===== config.mk =====
export PLATFORM = sky130hd
export DESIGN_NAME = signed_int_to_radix_ascii_unit
export DESIGN_NICKNAME = d
export VERILOG_FILES = /design/src/hdl/sira_pkg.sv /design/src/hdl/sira_ctrl.sv /design/src/hdl/sira_datapath.sv /design/src/hdl/signed_int_to_radix_ascii_unit.sv
export SDC_FILE = /design/constraint.sdc
export NUM_CORES = 1
export LEC_CHECK = 0
export ABC_CLOCK_PERIOD_IN_PS = 9070
export BUFFER_PORTS_ARGS = -buffer_cell sky130_fd_sc_hd__buf_2
export CORE_ASPECT_RATIO = 1.25
export CORE_MARGIN = 2
export CORE_UTILIZATION = 30
export DETAILED_ROUTE_END_ITERATION = 6
export SLEW_MARGIN = 20
export SYNTH_ARGS = -nofsm -noshare
export SYNTH_HDL_FRONTEND = slang
export SYNTH_SLANG_ARGS = --single-unit

===== constraint.sdc =====
create_clock -name clk -period 9.07 [get_ports clk]
set_clock_uncertainty 0.2 [all_clocks]
set_input_delay 0.907 -clock clk [delete_from_list [all_inputs] [get_ports clk]]
set_output_delay 0.907 -clock clk [all_outputs]
set_load 0.005 [all_outputs]

===== src/hdl/sira_pkg.sv =====
// Package for the signed integer to radix ASCII unit: widths, payload types, FSM and control.
`timescale 1ns / 1ps

package sira_pkg;

    localparam int VALUE_BITS   = 32;
    localparam int RADIX_BITS   = 6;
    localparam int DIGIT_BITS   = 6;
    localparam int CHAR_BITS    = 7;
    localparam int IDX_BITS     = $clog2(VALUE_BITS);
    localparam int CNT_BITS     = $clog2(VALUE_BITS + 1);
    localparam int BIT_CNT_BITS = $clog2(VALUE_BITS);

    localparam logic [RADIX_BITS-1:0] RADIX_MIN   = RADIX_BITS'(2);
    localparam logic [RADIX_BITS-1:0] RADIX_MAX   = RADIX_BITS'(36);
    localparam logic [DIGIT_BITS-1:0] DIGIT_LIMIT = DIGIT_BITS'(9);

    localparam logic [CHAR_BITS-1:0] CHAR_ZERO  = 7'h30;
    localparam logic [CHAR_BITS-1:0] CHAR_UPPER = 7'h41;
    localparam logic [CHAR_BITS-1:0] CHAR_LOWER = 7'h61;
    localparam logic [CHAR_BITS-1:0] CHAR_MINUS = 7'h2D;
    localparam logic [CHAR_BITS-1:0] CHAR_NUL   = 7'h00;

    typedef struct packed {
        logic signed [VALUE_BITS-1:0] value;
        logic [RADIX_BITS-1:0]        radix;
        logic                         upper_case;
    } sira_in_t;

    typedef struct packed {
        logic [CHAR_BITS-1:0] char_code;
        logic                 last;
        logic                 bad_radix;
    } sira_out_t;

    typedef enum logic [2:0] {
        ST_IDLE,
        ST_DIVIDE,
        ST_STORE,
        ST_SIGN,
        ST_EMIT
    } sira_state_t;

    // Commands from the controller to the datapath.
    typedef struct packed {
        logic load;
        logic div_step;
        logic store_digit;
        logic emit_sign;
        logic emit_digit;
        logic emit_error;
    } sira_cmd_t;

    // Status from the datapath to the controller.
    typedef struct packed {
        logic radix_ok;
        logic div_last;
        logic quot_zero;
        logic is_negative;
        logic emit_last;
    } sira_sts_t;

    function automatic logic [CHAR_BITS-1:0] digit_char(input logic [DIGIT_BITS-1:0] d,
                                                       input logic upper);
        logic [CHAR_BITS:0] sum;
        begin
            if (d > DIGIT_LIMIT)
            begin
                sum = {1'b0, (upper ? CHAR_UPPER : CHAR_LOWER)} + {2'b00, d} - (CHAR_BITS+1)'(10);
            end
            else
            begin
                sum = {1'b0, CHAR_ZERO} + {2'b00, d};
            end
            digit_char = sum[CHAR_BITS-1:0];
        end
    endfunction

endpackage


===== src/hdl/sira_ctrl.sv =====
// Controller state machine of the radix ASCII unit.
`timescale 1ns / 1ps

module sira_ctrl
    import sira_pkg::*;
(
    input  logic      clk,
    input  logic      rst_n,
    input  logic      start,
    input  sira_sts_t sts,
    output sira_cmd_t cmd,
    output logic      busy
);

    sira_state_t state_reg;
    sira_state_t state_next;

    always_ff @(posedge clk or negedge rst_n)
    begin
        if (!rst_n)
        begin
            state_reg <= ST_IDLE;
        end
        else
        begin
            state_reg <= state_next;
        end
    end

    always_comb
    begin
        state_next = state_reg;
        cmd        = '0;
        busy       = 1'b1;
        unique case (state_reg)
            ST_IDLE:
            begin
                busy = 1'b0;
                if (start)
                begin
                    if (sts.radix_ok)
                    begin
                        cmd.load   = 1'b1;
                        state_next = ST_DIVIDE;
                    end
                    else
                    begin
                        cmd.emit_error = 1'b1;
                    end
                end
            end
            ST_DIVIDE:
            begin
                cmd.div_step = 1'b1;
                if (sts.div_last)
                begin
                    state_next = ST_STORE;
                end
            end
            ST_STORE:
            begin
                cmd.store_digit = 1'b1;
                if (!sts.quot_zero)
                begin
                    state_next = ST_DIVIDE;
                end
                else if (sts.is_negative)
                begin
                    state_next = ST_SIGN;
                end
                else
                begin
                    state_next = ST_EMIT;
                end
            end
            ST_SIGN:
            begin
                cmd.emit_sign = 1'b1;
                state_next    = ST_EMIT;
            end
            ST_EMIT:
            begin
                cmd.emit_digit = 1'b1;
                if (sts.emit_last)
                begin
                    state_next = ST_IDLE;
                end
            end
            default:
            begin
                state_next = ST_IDLE;
            end
        endcase
    end

endmodule


===== src/hdl/sira_datapath.sv =====
// Datapath of the radix ASCII unit: divider, digit store, counters and result register.
`timescale 1ns / 1ps

module sira_datapath
    import sira_pkg::*;
(
    input  logic      clk,
    input  logic      rst_n,
    input  sira_in_t  item,
    input  sira_cmd_t cmd,
    output sira_sts_t sts,
    output logic      strobe,
    output sira_out_t result
);

    localparam logic [BIT_CNT_BITS-1:0] BIT_LAST = BIT_CNT_BITS'(VALUE_BITS - 1);

    logic [DIGIT_BITS-1:0]   digit_store [VALUE_BITS];

    logic [VALUE_BITS-1:0]   mag_reg;
    logic [VALUE_BITS-1:0]   mag_next;
    logic [DIGIT_BITS-1:0]   rem_reg;
    logic [DIGIT_BITS-1:0]   rem_next;
    logic [BIT_CNT_BITS-1:0] bit_cnt_reg;
    logic [BIT_CNT_BITS-1:0] bit_cnt_next;
    logic [CNT_BITS-1:0]     cnt_reg;
    logic [CNT_BITS-1:0]     cnt_next;
    logic [RADIX_BITS-1:0]   radix_reg;
    logic                    neg_reg;
    logic                    upper_reg;
    logic                    strobe_reg;
    logic                    strobe_next;
    sira_out_t               result_reg;
    sira_out_t               result_next;

    logic [DIGIT_BITS:0]     trial;
    logic [DIGIT_BITS:0]     trial_sub;
    logic                    fits;
    logic [CNT_BITS-1:0]     rd_cnt;
    logic [DIGIT_BITS-1:0]   rd_digit;

    // One restoring division step: shift a dividend bit into the remainder.
    assign trial     = {rem_reg, mag_reg[VALUE_BITS-1]};
    assign trial_sub = trial - {1'b0, radix_reg};
    assign fits      = (trial >= {1'b0, radix_reg});

    assign rd_cnt   = cnt_reg - CNT_BITS'(1);
    assign rd_digit = digit_store[rd_cnt[IDX_BITS-1:0]];

    assign sts.radix_ok    = (item.radix >= RADIX_MIN) && (item.radix <= RADIX_MAX);
    assign sts.div_last    = (bit_cnt_reg == BIT_LAST);
    assign sts.quot_zero   = (mag_reg == '0);
    assign sts.is_negative = neg_reg;
    assign sts.emit_last   = (cnt_reg == CNT_BITS'(1));

    always_comb
    begin
        mag_next     = mag_reg;
        rem_next     = rem_reg;
        bit_cnt_next = bit_cnt_reg;
        cnt_next     = cnt_reg;
        strobe_next  = 1'b0;
        result_next  = result_reg;
        if (cmd.load)
        begin
            mag_next     = item.value[VALUE_BITS-1] ? (~item.value + 1'b1) : item.value;
            rem_next     = '0;
            bit_cnt_next = '0;
            cnt_next     = '0;
        end
        if (cmd.div_step)
        begin
            mag_next     = {mag_reg[VALUE_BITS-2:0], fits};
            rem_next     = fits ? trial_sub[DIGIT_BITS-1:0] : trial[DIGIT_BITS-1:0];
            bit_cnt_next = bit_cnt_reg + BIT_CNT_BITS'(1);
        end
        if (cmd.store_digit)
        begin
            rem_next     = '0;
            bit_cnt_next = '0;
            cnt_next     = cnt_reg + CNT_BITS'(1);
        end
        if (cmd.emit_error)
        begin
            strobe_next           = 1'b1;
            result_next.char_code = CHAR_NUL;
            result_next.last      = 1'b1;
            result_next.bad_radix = 1'b1;
        end
        if (cmd.emit_sign)
        begin
            strobe_next           = 1'b1;
            result_next.char_code = CHAR_MINUS;
            result_next.last      = 1'b0;
            result_next.bad_radix = 1'b0;
        end
        if (cmd.emit_digit)
        begin
            strobe_next           = 1'b1;
            result_next.char_code = digit_char(rd_digit, upper_reg);
            result_next.last      = sts.emit_last;
            result_next.bad_radix = 1'b0;
            cnt_next              = rd_cnt;
        end
    end

    always_ff @(posedge clk or negedge rst_n)
    begin
        if (!rst_n)
        begin
            mag_reg     <= '0;
            bit_cnt_reg <= '0;
            cnt_reg     <= '0;
            neg_reg     <= 1'b0;
            strobe_reg  <= 1'b0;
        end
        else
        begin
            mag_reg     <= mag_next;
            bit_cnt_reg <= bit_cnt_next;
            cnt_reg     <= cnt_next;
            strobe_reg  <= strobe_next;
            if (cmd.load)
            begin
                neg_reg <= item.value[VALUE_BITS-1];
            end
        end
    end

    always_ff @(posedge clk)
    begin
        rem_reg    <= rem_next;
        result_reg <= result_next;
        if (cmd.load)
        begin
            radix_reg <= item.radix;
            upper_reg <= item.upper_case;
        end
        if (cmd.store_digit)
        begin
            digit_store[cnt_reg[IDX_BITS-1:0]] <= rem_reg;
        end
    end

    assign strobe = strobe_reg;
    assign result = result_reg;

endmodule


===== src/hdl/signed_int_to_radix_ascii_unit.sv =====
// Top level of the signed integer to radix ASCII unit: controller plus datapath.
// Each digit comes from the one-bit-per-cycle restoring divider (VALUE_BITS steps per digit);
//   the sign and digits then go out at one emitted character per cycle, and the next number
//   is taken only in the idle state after the last character.
// A bad radix gives its single error result in the cycle after start; busy stays low.
// Reset (rst_n low, asynchronous) returns the controller to idle and drops the strobe;
//   results are shown for one cycle each and the receiver cannot stall them.
`timescale 1ns / 1ps

module signed_int_to_radix_ascii_unit
    import sira_pkg::*;
(
    input  logic      clk,
    input  logic      rst_n,
    input  logic      start,
    output logic      busy,
    input  sira_in_t  item,
    output logic      strobe,
    output sira_out_t result
);

    // Control and status between the sequencer and the datapath.
    sira_cmd_t cmd;
    sira_sts_t sts;

    // Sequencer: accept a transaction or flag a bad radix, run one division per digit, then emit
    // the sign of a negative value and the stored digits in reverse order.
    sira_ctrl u_ctrl (
        .clk   (clk),
        .rst_n (rst_n),
        .start (start),
        .sts   (sts),
        .cmd   (cmd),
        .busy  (busy)
    );

    // Datapath: hold the magnitude, divide it, store remainders, and drive
    // the registered result of each transaction.
    sira_datapath u_datapath (
        .clk    (clk),
        .rst_n  (rst_n),
        .item   (item),
        .cmd    (cmd),
        .sts    (sts),
        .strobe (strobe),
        .result (result)
    );

endmodule


=== Word level (Yosys, flattened, before mapping) ===
Memory sizes are Yosys's and may differ from the RTL's.
Index checks and enable logic that the tools add are counted.

* Bits in registers: 70
* RAM bits: 192
* Bits of input ports: 42
* Word-level logic and storage cells: 84
* Memories: 1

* $add $sub $neg: 8
* Magnitude comparators: 4
* Equal/unequal tests: 10
* Mux-type cells: 39
* Bitwise gates (word level): 1
* Reduce and logical (&&, ||, !) cells: 9

{| class="wikitable"
|+ Memories
! name !! depth !! bits a word !! rd ports !! clocked after memory_dff !! write ports !! RTL line !! source
|-
| u_datapath.digit_store || 32 || 6 || 1 || 0 || 1 || sira_datapath.sv:18 || <nowiki>logic [DIGIT_BITS-1:0] digit_store [VALUE_BITS];</nowiki>
|}

{| class="wikitable"
|+ Operators by type and width
! kind !! number
|-
| $mux W32 || 3
|-
| $mux W6 || 6
|-
| $add A32 B1 Y32 const B || 1
|-
| $logic_not A32 Y1 || 1
|-
| $not A32 Y32 || 1
|-
| $mux W9 || 3
|-
| $mux W3 || 6
|-
| $mux W1 || 16
|-
| $mux W5 || 3
|-
| $pmux W3 S5 || 1
|-
| $reduce_bool A3 Y1 || 3
|-
| $ne A2 B2 Y1 const B || 4
|-
| $add A6 B6 Y7 const A || 1
|-
| $add A7 B6 Y7 || 1
|-
| $ge A7 B6 Y1 || 1
|-
| $mux W7 || 1
|-
| $sub A7 B4 Y7 const B || 1
|-
| $add A6 B1 Y6 const B || 1
|-
| $eq A3 B2 Y1 const B || 2
|-
| $eq A6 B1 Y1 const B || 1
|-
| $ge A6 B2 Y1 const B || 1
|-
| $gt A6 B4 Y1 const B || 1
|-
| $le A6 B6 Y1 const B || 1
|-
| $sub A6 B1 Y6 const B || 1
|-
| other kinds (10) || 10
|}

=== Logic depth before layout (Yosys ltp) ===
Gate-level depths: netlist of the first run.

* Depth after elaboration: 8
* Mapped depth: 22
* Depth with buffers taken out: 15

=== By module ===
Synthesis of the first run repeated with hierarchy kept, for this count alone.

* Cells, all modules: 818
* Area, all modules: 11986.5 µm²

{| class="wikitable"
|+ By module, submodules not included
! module !! instances !! cells each !! area each (µm²)
|-
| sira_datapath || 1 || 795 || 11795.1
|-
| sira_ctrl || 1 || 23 || 191.4
|}

=== Worst setup path after synthesis of the first run ===
No wires, ideal clock.

* Kind: reg-to-reg
* Start: register u_datapath.cnt_reg[0]
* End: register u_datapath.result_reg (netlist bit u_datapath.result[7]), data pin
* Arrival: 4371 ps
* Path slack: 4244 ps
* Stages on the path, launching flop included: 23
* Buffers on the path: 8
* Period minus slack after synthesis: 4826 ps
* Path through: dfrtp_1 buf_4 buf_6 buf_4 buf_2 inv_1 ha_1 buf_2 buf_2 buf_1 mux4_2 mux2i_1 a21oi_1 a21oi_1 ha_1 nand2_1 o21ai_1 and2_1 clkbuf_1 a21oi_1 nor2_1 a41oi_1 and3_1

{| class="wikitable"
|+ RTL lines
! element !! RTL line !! source
|-
| start, declared || sira_datapath.sv:26 || <nowiki>logic [CNT_BITS-1:0] cnt_reg;</nowiki>
|-
| start signal, assigned || sira_datapath.sv:121 || <nowiki>cnt_reg <= cnt_next;</nowiki>
|-
| end signal, assigned || sira_datapath.sv:133 || <nowiki>result_reg <= result_next;</nowiki>
|-
| end, declared || sira_datapath.sv:33 || <nowiki>sira_out_t result_reg;</nowiki>
|}

==> summary.md, run 1 <==
| Metric | Value |
|---|---|
| P_leak | 4.84 nW |
| Vias in the first global route | 7,325 |
| Num rows | 81 |
| Switching power share of the total | 25.2% |
| I/O pin cnt | 53 |
| Via Count | 6,962 |
| Port buffer count | 52 |
| Total internal power | 2.14 mW |
| DR iter-0 viols | 391 |
| Crit. path cell count | 15 |
| # DRC | 0 |
| Post-Syn Nets | 861 |
| Clock-pin slew on the worst setup and hold paths | 0.07 ns |
| Post-synthesis sequential area ratio | 63.5% |
| Worst path bufs/invs | 3 |
| EDFF count, synth | 207 |
| Crit path cell chain | inv_1 -> ha_2 -> buf_4 -> mux4_2 -> mux2i_1 -> mux2i_1 -> mux2i_1 -> inv_1 -> ha_1 -> o21ai_1 -> and2_1 -> a21oi_1 -> nor2_1 -> a41oi_1 -> and3_1 |
| Full die area | 0.0413 mm^2 |
| Die extent in x | 182 um |
| Top-area cell type share of the netlist area | 52.3% |
| Yosys top cell by area | edfxtp_1 |
| Setup Total Neg Slack | 0 ns |
| CTS tree | done |
| NetSw | 0.722 mW |
| HPWL Detailed | 18.0 mm |
| Slowest CP cell | dfrtp_4 |
| Clock share of power | 36.7% |
| Largest family of logic cells by synthesized area | multiplexers |
| Tcrit/Tclk final | 56.1% |
| Share of layout cells above drive strength 1 | 21.5% |
| Unrepaired setup endpoints after global routing | no |
| RR Endpoint | u_datapath.result[7] |
| Vias per cell | 5.10 |
| Combinational power share | 13.2% |
| Peak Freq | 197 MHz |
| Reg2Reg Depth | 15 |
| Req. time, crit path | 9.18 ns |
| Clock latency on the worst-skew pair | 0.55 ns |
| Worst-margin pin slew | 0.681 ns |
| PostCTS Resize Cnt | 0 |
| Total power | 2.86 mW |
| Top-count cell post-synth | edfxtp_1 |
| Top cells by count, synth | 207 x edfxtp_1, 56 x nor2_1, 52 x mux4_2 |
| CP Capture Type | register |
| GPL Wtd Cong | 0.801 |
| Multiplexer share of the synthesized area | 12.0% |
| # Post-CTS Setup Buffers | 0 |
| CTS H-Tree Depth | 1 |
| Clock buffer count from CTS | 25 |
| First-pass GRT wire length | 41.7 mm |
| Most frequent CP cell | mux2i_1 |
| CTS Root Cell | clkbuf_16 |
| Number of synthesized register bits | 262 |
| Max-capacitance violation count | 0 |
| Initial antenna violation count | 0 |
| Die H | 227 um |
| Delay-heaviest family, CP | multiplexers |
| Reg2Reg Setup Slack | 3.99 ns |
| Ys async rst share | 18.3% |
| GR Overflow Total | 0 |
| Post-Synth Simple-Gate Area | 7.62% |
| Reg-to-reg startpoint | u_datapath.cnt_reg[0] |
| Post-CTS Hold Fix Bufs | 0 |
| Detail Route Antenna Nets | 0 |
| Post-synthesis cell type count | 71 |
| Ys Warns | 0 |
| Largest net degree at the start of global routing | 49 |
| Critical path fanouts, max | 38 |
| DR WL/cell | 19.4 um |
| Status | complete, no violations |
| Syn_area_per_cell | 15.0 um^2 |
| Tmin final | 5.08 ns |
| Cells after Synth | 794 |
| Initial Util | 30.4% |
| Area contributors post-synth | edfxtp_1 52%, dfrtp_1 10%, mux4_2 9.8% |
| Drt pass-1 iters | 6 |
| Core footprint | 0.0391 mm^2 |
| Peak VDD IR | 162 uV |
| Synth-to-Final Area Change | 14.0% |
| # clock sinks | 262 |
| XOR/XNOR share of the synthesized area | 3.01% |
| Final Hold Vio Count | 0 |
| HP Class | input pin to async pin |
| Critical Path Max Stage Delay | 0.74 ns |
| Worst rel slew slack | 54.5% |
| Clock Tree Buf Depth | 3 |
| Max reg flops | 192 |
| Total track usage | 13.0% |
| Total inserted antenna cells | 0 |
| Synth Area in Compound Gates | 8.72% |
| # nets final | 915 |
| Slew Limit Fails | 0 |
| CP startpoint kind | register |
| # setup viols final | 0 |
| Synth Area in Adders | 2.76% |
| Synthesized area | 0.0119 mm^2 |
| Primary FF master, synth | edfxtp_1 |
| Worst setup path class | register to register |
| Crit path DAT | 5.20 ns |
| DRT Wirelength | 26.4 mm |
| Power per Cell Area | 211 mW/mm^2 |
| Seq pwr share | 50.1% |
==> how the worst max path moves through the flow <==
stage	from	end	slack, ns
finish	u_datapath.cnt_reg[0]	u_datapath.result[7]	3.99
CTS	u_datapath.cnt_reg[0]	u_datapath.result[7]	3.93
floorplan	u_datapath.cnt_reg[0]	u_datapath.result[7]	4.24
global placement	u_datapath.cnt_reg[0]	u_datapath.result[7]	4.03
detailed placement	u_datapath.cnt_reg[0]	u_datapath.result[7]	3.94
global route	u_datapath.cnt_reg[0]	u_datapath.result[7]	3.57
==> per-layer routing <==
metal | share of wire [%] | wire length, um | up-vias | global-route usage, %
li1 | - | - | 3218 | -
met1 | 39 | 10400 | 3514 | 15.2
met2 | 54 | 14200 | 184 | 24.9
met3 | 4.4 | 1180 | 46 | 1.54
met4 | 2.4 | 628 | 0 | 4.21
met5 | 0 | 0 | - | 0
==> power groups by stage <==
| stage | clock network [mW] | logic (mW) | registers, mW |
|---|---|---|---|
| CTS | 1.07 | 0.382 | 1.43 |
| detailed placement | 0 | 0.381 | 1.46 |
| floorplan | 0 | 0.227 | 1.47 |
| global route | 1.12 | 0.423 | 1.44 |
| finish | 1.05 | 0.377 | 1.43 |
| global placement | 0 | 0.372 | 1.46 |
==> cell families after synthesis <==
kind of cell,after synthesis
DFF,262
buffers and inverters,65
and+or+nand+nor,170
xor gates and xnor gates,40
AOI/OAI and AO/OA,157
muxes,75
adders and majority gates,25
==> placed cells by master (no fill, tap or decap), drive strengths merged, types with 21 or more instances in the layout <==
cell    netlist  routed
o21ai        62      62
nor2         57      57
ha           23      23
nand2        40      40
clkbuf       26      34
buf          14      67
edfxtp      207     207
mux4         52      52
xor2         32      32
dfrtp        48      48
inv          25      26
mux2i        21      21
a22oi        25      25
==> through the flow <==
step | utilization, % | std cells | cell area [um^2] | hold slack, ns | worst slack (ns)
after detailed placement | 32.5 | 1319 | 12700 | 0.281 | 3.94
after floorplan | - | 794 | 11900 | 0.252 | 4.24
after global placement | 32.5 | 1319 | 12700 | 0.277 | 4.03
after global routing | 34.7 | 1365 | 13600 | 0.326 | 3.57
final | 34.7 | 1365 | 13600 | 0.277 | 3.99
after CTS | 34.6 | 1365 | 13600 | 0.275 | 3.93
==> area by class of cell <==
class | instances | area [um^2]
tap | 498 | 623
fill | 3769 | 25600
clock buffer | 34 | 669
sequential | 262 | 7560
clock inverter | 12 | 156
timing repair buffer | 67 | 373
inverter | 25 | 93.8
multi-input combinational | 467 | 4090
==> worst reg2reg max path, cell delays in order, from the launching register on <==
cell and delay (ns):
dfrtp_4 0.74, inv_1 0.20, ha_2 0.57, buf_4 0.57
mux4_2 0.41, mux2i_1 0.23, mux2i_1 0.16, mux2i_1 0.44
inv_1 0.13, ha_1 0.25, o21ai_1 0.19, and2_1 0.29
a21oi_1 0.11, nor2_1 0.11, a41oi_1 0.05, and3_1 0.21
(Power assumes the default switching activity.)
==> inputs of run 2 (changes only) <==
--- a/config.mk
+++ b/config.mk
@@ -5,7 +5,7 @@
 export SDC_FILE = /design/constraint.sdc
 export NUM_CORES = 1
 export LEC_CHECK = 0
-export ABC_CLOCK_PERIOD_IN_PS = 9070
+export ABC_CLOCK_PERIOD_IN_PS = 5300
 export BUFFER_PORTS_ARGS = -buffer_cell sky130_fd_sc_hd__buf_2
 export CORE_ASPECT_RATIO = 1.25
 export CORE_MARGIN = 2
==> constraint.sdc (replaced) <==
create_clock -name clk -period 5.3 [get_ports clk]
set_clock_uncertainty 0.2 [all_clocks]
set_input_delay 0.53 -clock clk [delete_from_list [all_inputs] [get_ports clk]]
set_output_delay 0.53 -clock clk [all_outputs]
set_load 0.005 [all_outputs]
==> run 2 against run 1 <==
Wire length is 0.12% higher. Sequential power grew 71%. Count of clock-buffer cells in the layout down 3. Hold slack worse by 0.18 ns. First-iteration DRC count rose by 52%. Sequential cell count stayed put. Register-to-register slack worse by 2.9 ns. Power grew 69%. Global-route usage barely moved. Worst setup slack worse by 2.9 ns. Sequential share of layout area down 0.28 points. Cell count up 0.37%.
==> summary.md, run 2 (synthesized netlist as in run 1, its figures left out) <==
| Metric | Value |
|---|---|
| Status | complete, no violations |
| Post-Place Worst Slack | 1.07 ns |
| Die H | 227 um |
| Final core occ | 34.8% |
| Peak VDD IR | 283 uV |
| GR Overflow Total | 0 |
| Vias per cell | 5.14 |
| Unrepaired setup endpoints after global routing | no |
| Worst-margin pin slew | 0.896 ns |
| GPL Wtd Cong | 0.817 |
| Hold_sp | item[35] |
| Post-route design area | 0.0136 mm^2 |
| Post-CTS Hold Fix Bufs | 8 |
| Placed cell area | 0.0128 mm^2 |
| # nets final | 922 |
| CP Capture Type | register |
| Detail Route Antenna Nets | 0 |
| # DRC | 0 |
| WHS Endpoint | u_datapath.mag_reg[28] |
| Total inserted antenna cells | 0 |
| RR Endpoint | u_datapath.result[8] |
| Non-filler cells, final | 1,370 |
| Tcrit/Tclk final | 80.0% |
| Slowest CP cell | dfrtp_1 |
| Peak Freq | 236 MHz |
| Clock buffer count from CTS | 24 |
| DRT Wirelength | 26.5 mm |
| Storage element area | 0.00756 mm^2 |
| Crit path DAT | 4.36 ns |
| Full die area | 0.0413 mm^2 |
| Via Count | 7,036 |
| I/O pin cnt | 53 |
| Total track usage | 13.1% |
| Max-capacitance violation count | 0 |
| Placed cells | 1,319 |
| Port buffer count | 52 |
| Total power | 4.84 mW |
| Worst setup path class | register to register |
| Commonest non-fill, non-tap cell in the layout | edfxtp_1 |
| Reg2Reg Setup Slack | 1.06 ns |
| DR WL/cell | 19.3 um |
| Worst rel slew slack | 40.0% |
| Fillers | 3,770 |
| Slew Limit Fails | 0 |
| CP startpoint kind | register |
| Commonest cells after routing, fill and taps aside | 207 x edfxtp_1, 55 x nor2_1, 52 x mux4_2, 52 x buf_2, 47 x dfrtp_1 |
| Core footprint | 0.0391 mm^2 |
| Reg2Reg Depth | 15 |
| PostCTS Resize Cnt | 0 |
| Synth-to-Final Area Change | 14.6% |
| Power per Cell Area | 355 mW/mm^2 |
| Setup Total Neg Slack | 0 ns |
| Max reg flops | 192 |
| P_leak | 4.86 nW |
| Req. time, crit path | 5.42 ns |
| Most frequent CP cell | a21oi_1 |
| Tmin final | 4.24 ns |
| Die extent in x | 182 um |
| WHS | 0.101 ns |
| Clock-pin slew on the worst setup and hold paths | 0.07 ns |
| First-pass GRT wire length | 41.6 mm |
| Clock Tree Buf Depth | 3 |
| Final WS setup | 1.06 ns |
| Share of layout cells above drive strength 1 | 21.4% |
| Crit path cell chain | inv_1 -> ha_2 -> buf_12 -> mux4_2 -> nor2b_1 -> a211oi_1 -> a211oi_1 -> a21oi_1 -> inv_1 -> ha_1 -> a21oi_1 -> o21bai_1 -> a21oi_1 -> xnor2_1 -> nor3_1 |
| DR iter-0 viols | 593 |
| HPWL Detailed | 17.8 mm |
| # Post-CTS Setup Buffers | 0 |
| # clock sinks | 262 |
| CTS tree | done |
| HP Class | input pin to register |
| Vias in the first global route | 7,127 |
| # setup viols final | 0 |
| Multi-input gate area | 0.00409 mm^2 |
| Initial Util | 30.4% |
| Reg-to-reg startpoint | u_datapath.cnt_reg[1] |
| Num rows | 81 |
| Initial antenna violation count | 0 |
| CTS H-Tree Depth | 1 |
| Final Hold Vio Count | 0 |
| Hold Path Depth | 3 |
| Drt pass-1 iters | 5 |
| Clock latency on the worst-skew pair | 0.54 ns |
| Largest net degree at the start of global routing | 54 |
| Critical path fanouts, max | 50 |
| Critical Path Max Stage Delay | 0.51 ns |
| CTS Root Cell | clkbuf_16 |
-- run 2: worst max path at each step --
stage                                      from              endpoint  slack [ns]  cells after the start
after detailed placement  u_datapath.cnt_reg[1]  u_datapath.result[7]        1.07                     15
final                     u_datapath.cnt_reg[1]  u_datapath.result[8]        1.06                     15
after CTS                 u_datapath.cnt_reg[1]  u_datapath.result[7]        1.07                     15
after global routing      u_datapath.cnt_reg[1]  u_datapath.result[7]        0.76                     15
after floorplan           u_datapath.cnt_reg[0]  u_datapath.result[7]        0.47                     22
after global placement    u_datapath.cnt_reg[1]  u_datapath.result[7]        1.16                     15
-- run 2: layout make-up --
cell class / instances / share of cell area (%)
clock buffers: 31 / 4.82
clock inverters: 12 / 0.964
inverters: 25 / 0.689
multi-input cells: 467 / 30.0
flip-flops and latches: 262 / 55.5
well taps: 498 / 4.57
repair buffers: 75 / 3.51
-- run 2: critical path: cells and delay by family, from the launching register on --
family	cells	cell delay, ns
adder cells (fa/ha/maj)	2	0.66
multiplexers	1	0.35
AND/OR/NAND/NOR	2	0.43
flip-flops	1	0.51
XOR/XNOR	1	0.09
buffers and inverters	3	0.58
AO/OA/AOI/OAI	6	1.17
-- run 2: layer usage --
metal | GRT usage (%) | wire length [um]
met1 | 15.6 | 10300
met4 | 4.11 | 652
met2 | 24.7 | 14400
met3 | 1.30 | 1120
met5 | 0 | 0
-- run 2: report_power, final --
part | internal, mW | total [mW] | switching (mW)
Clock | 0.978 | 1.74 | 0.762
Sequential | 2.39 | 2.45 | 0.0632
Combinational | 0.239 | 0.655 | 0.416
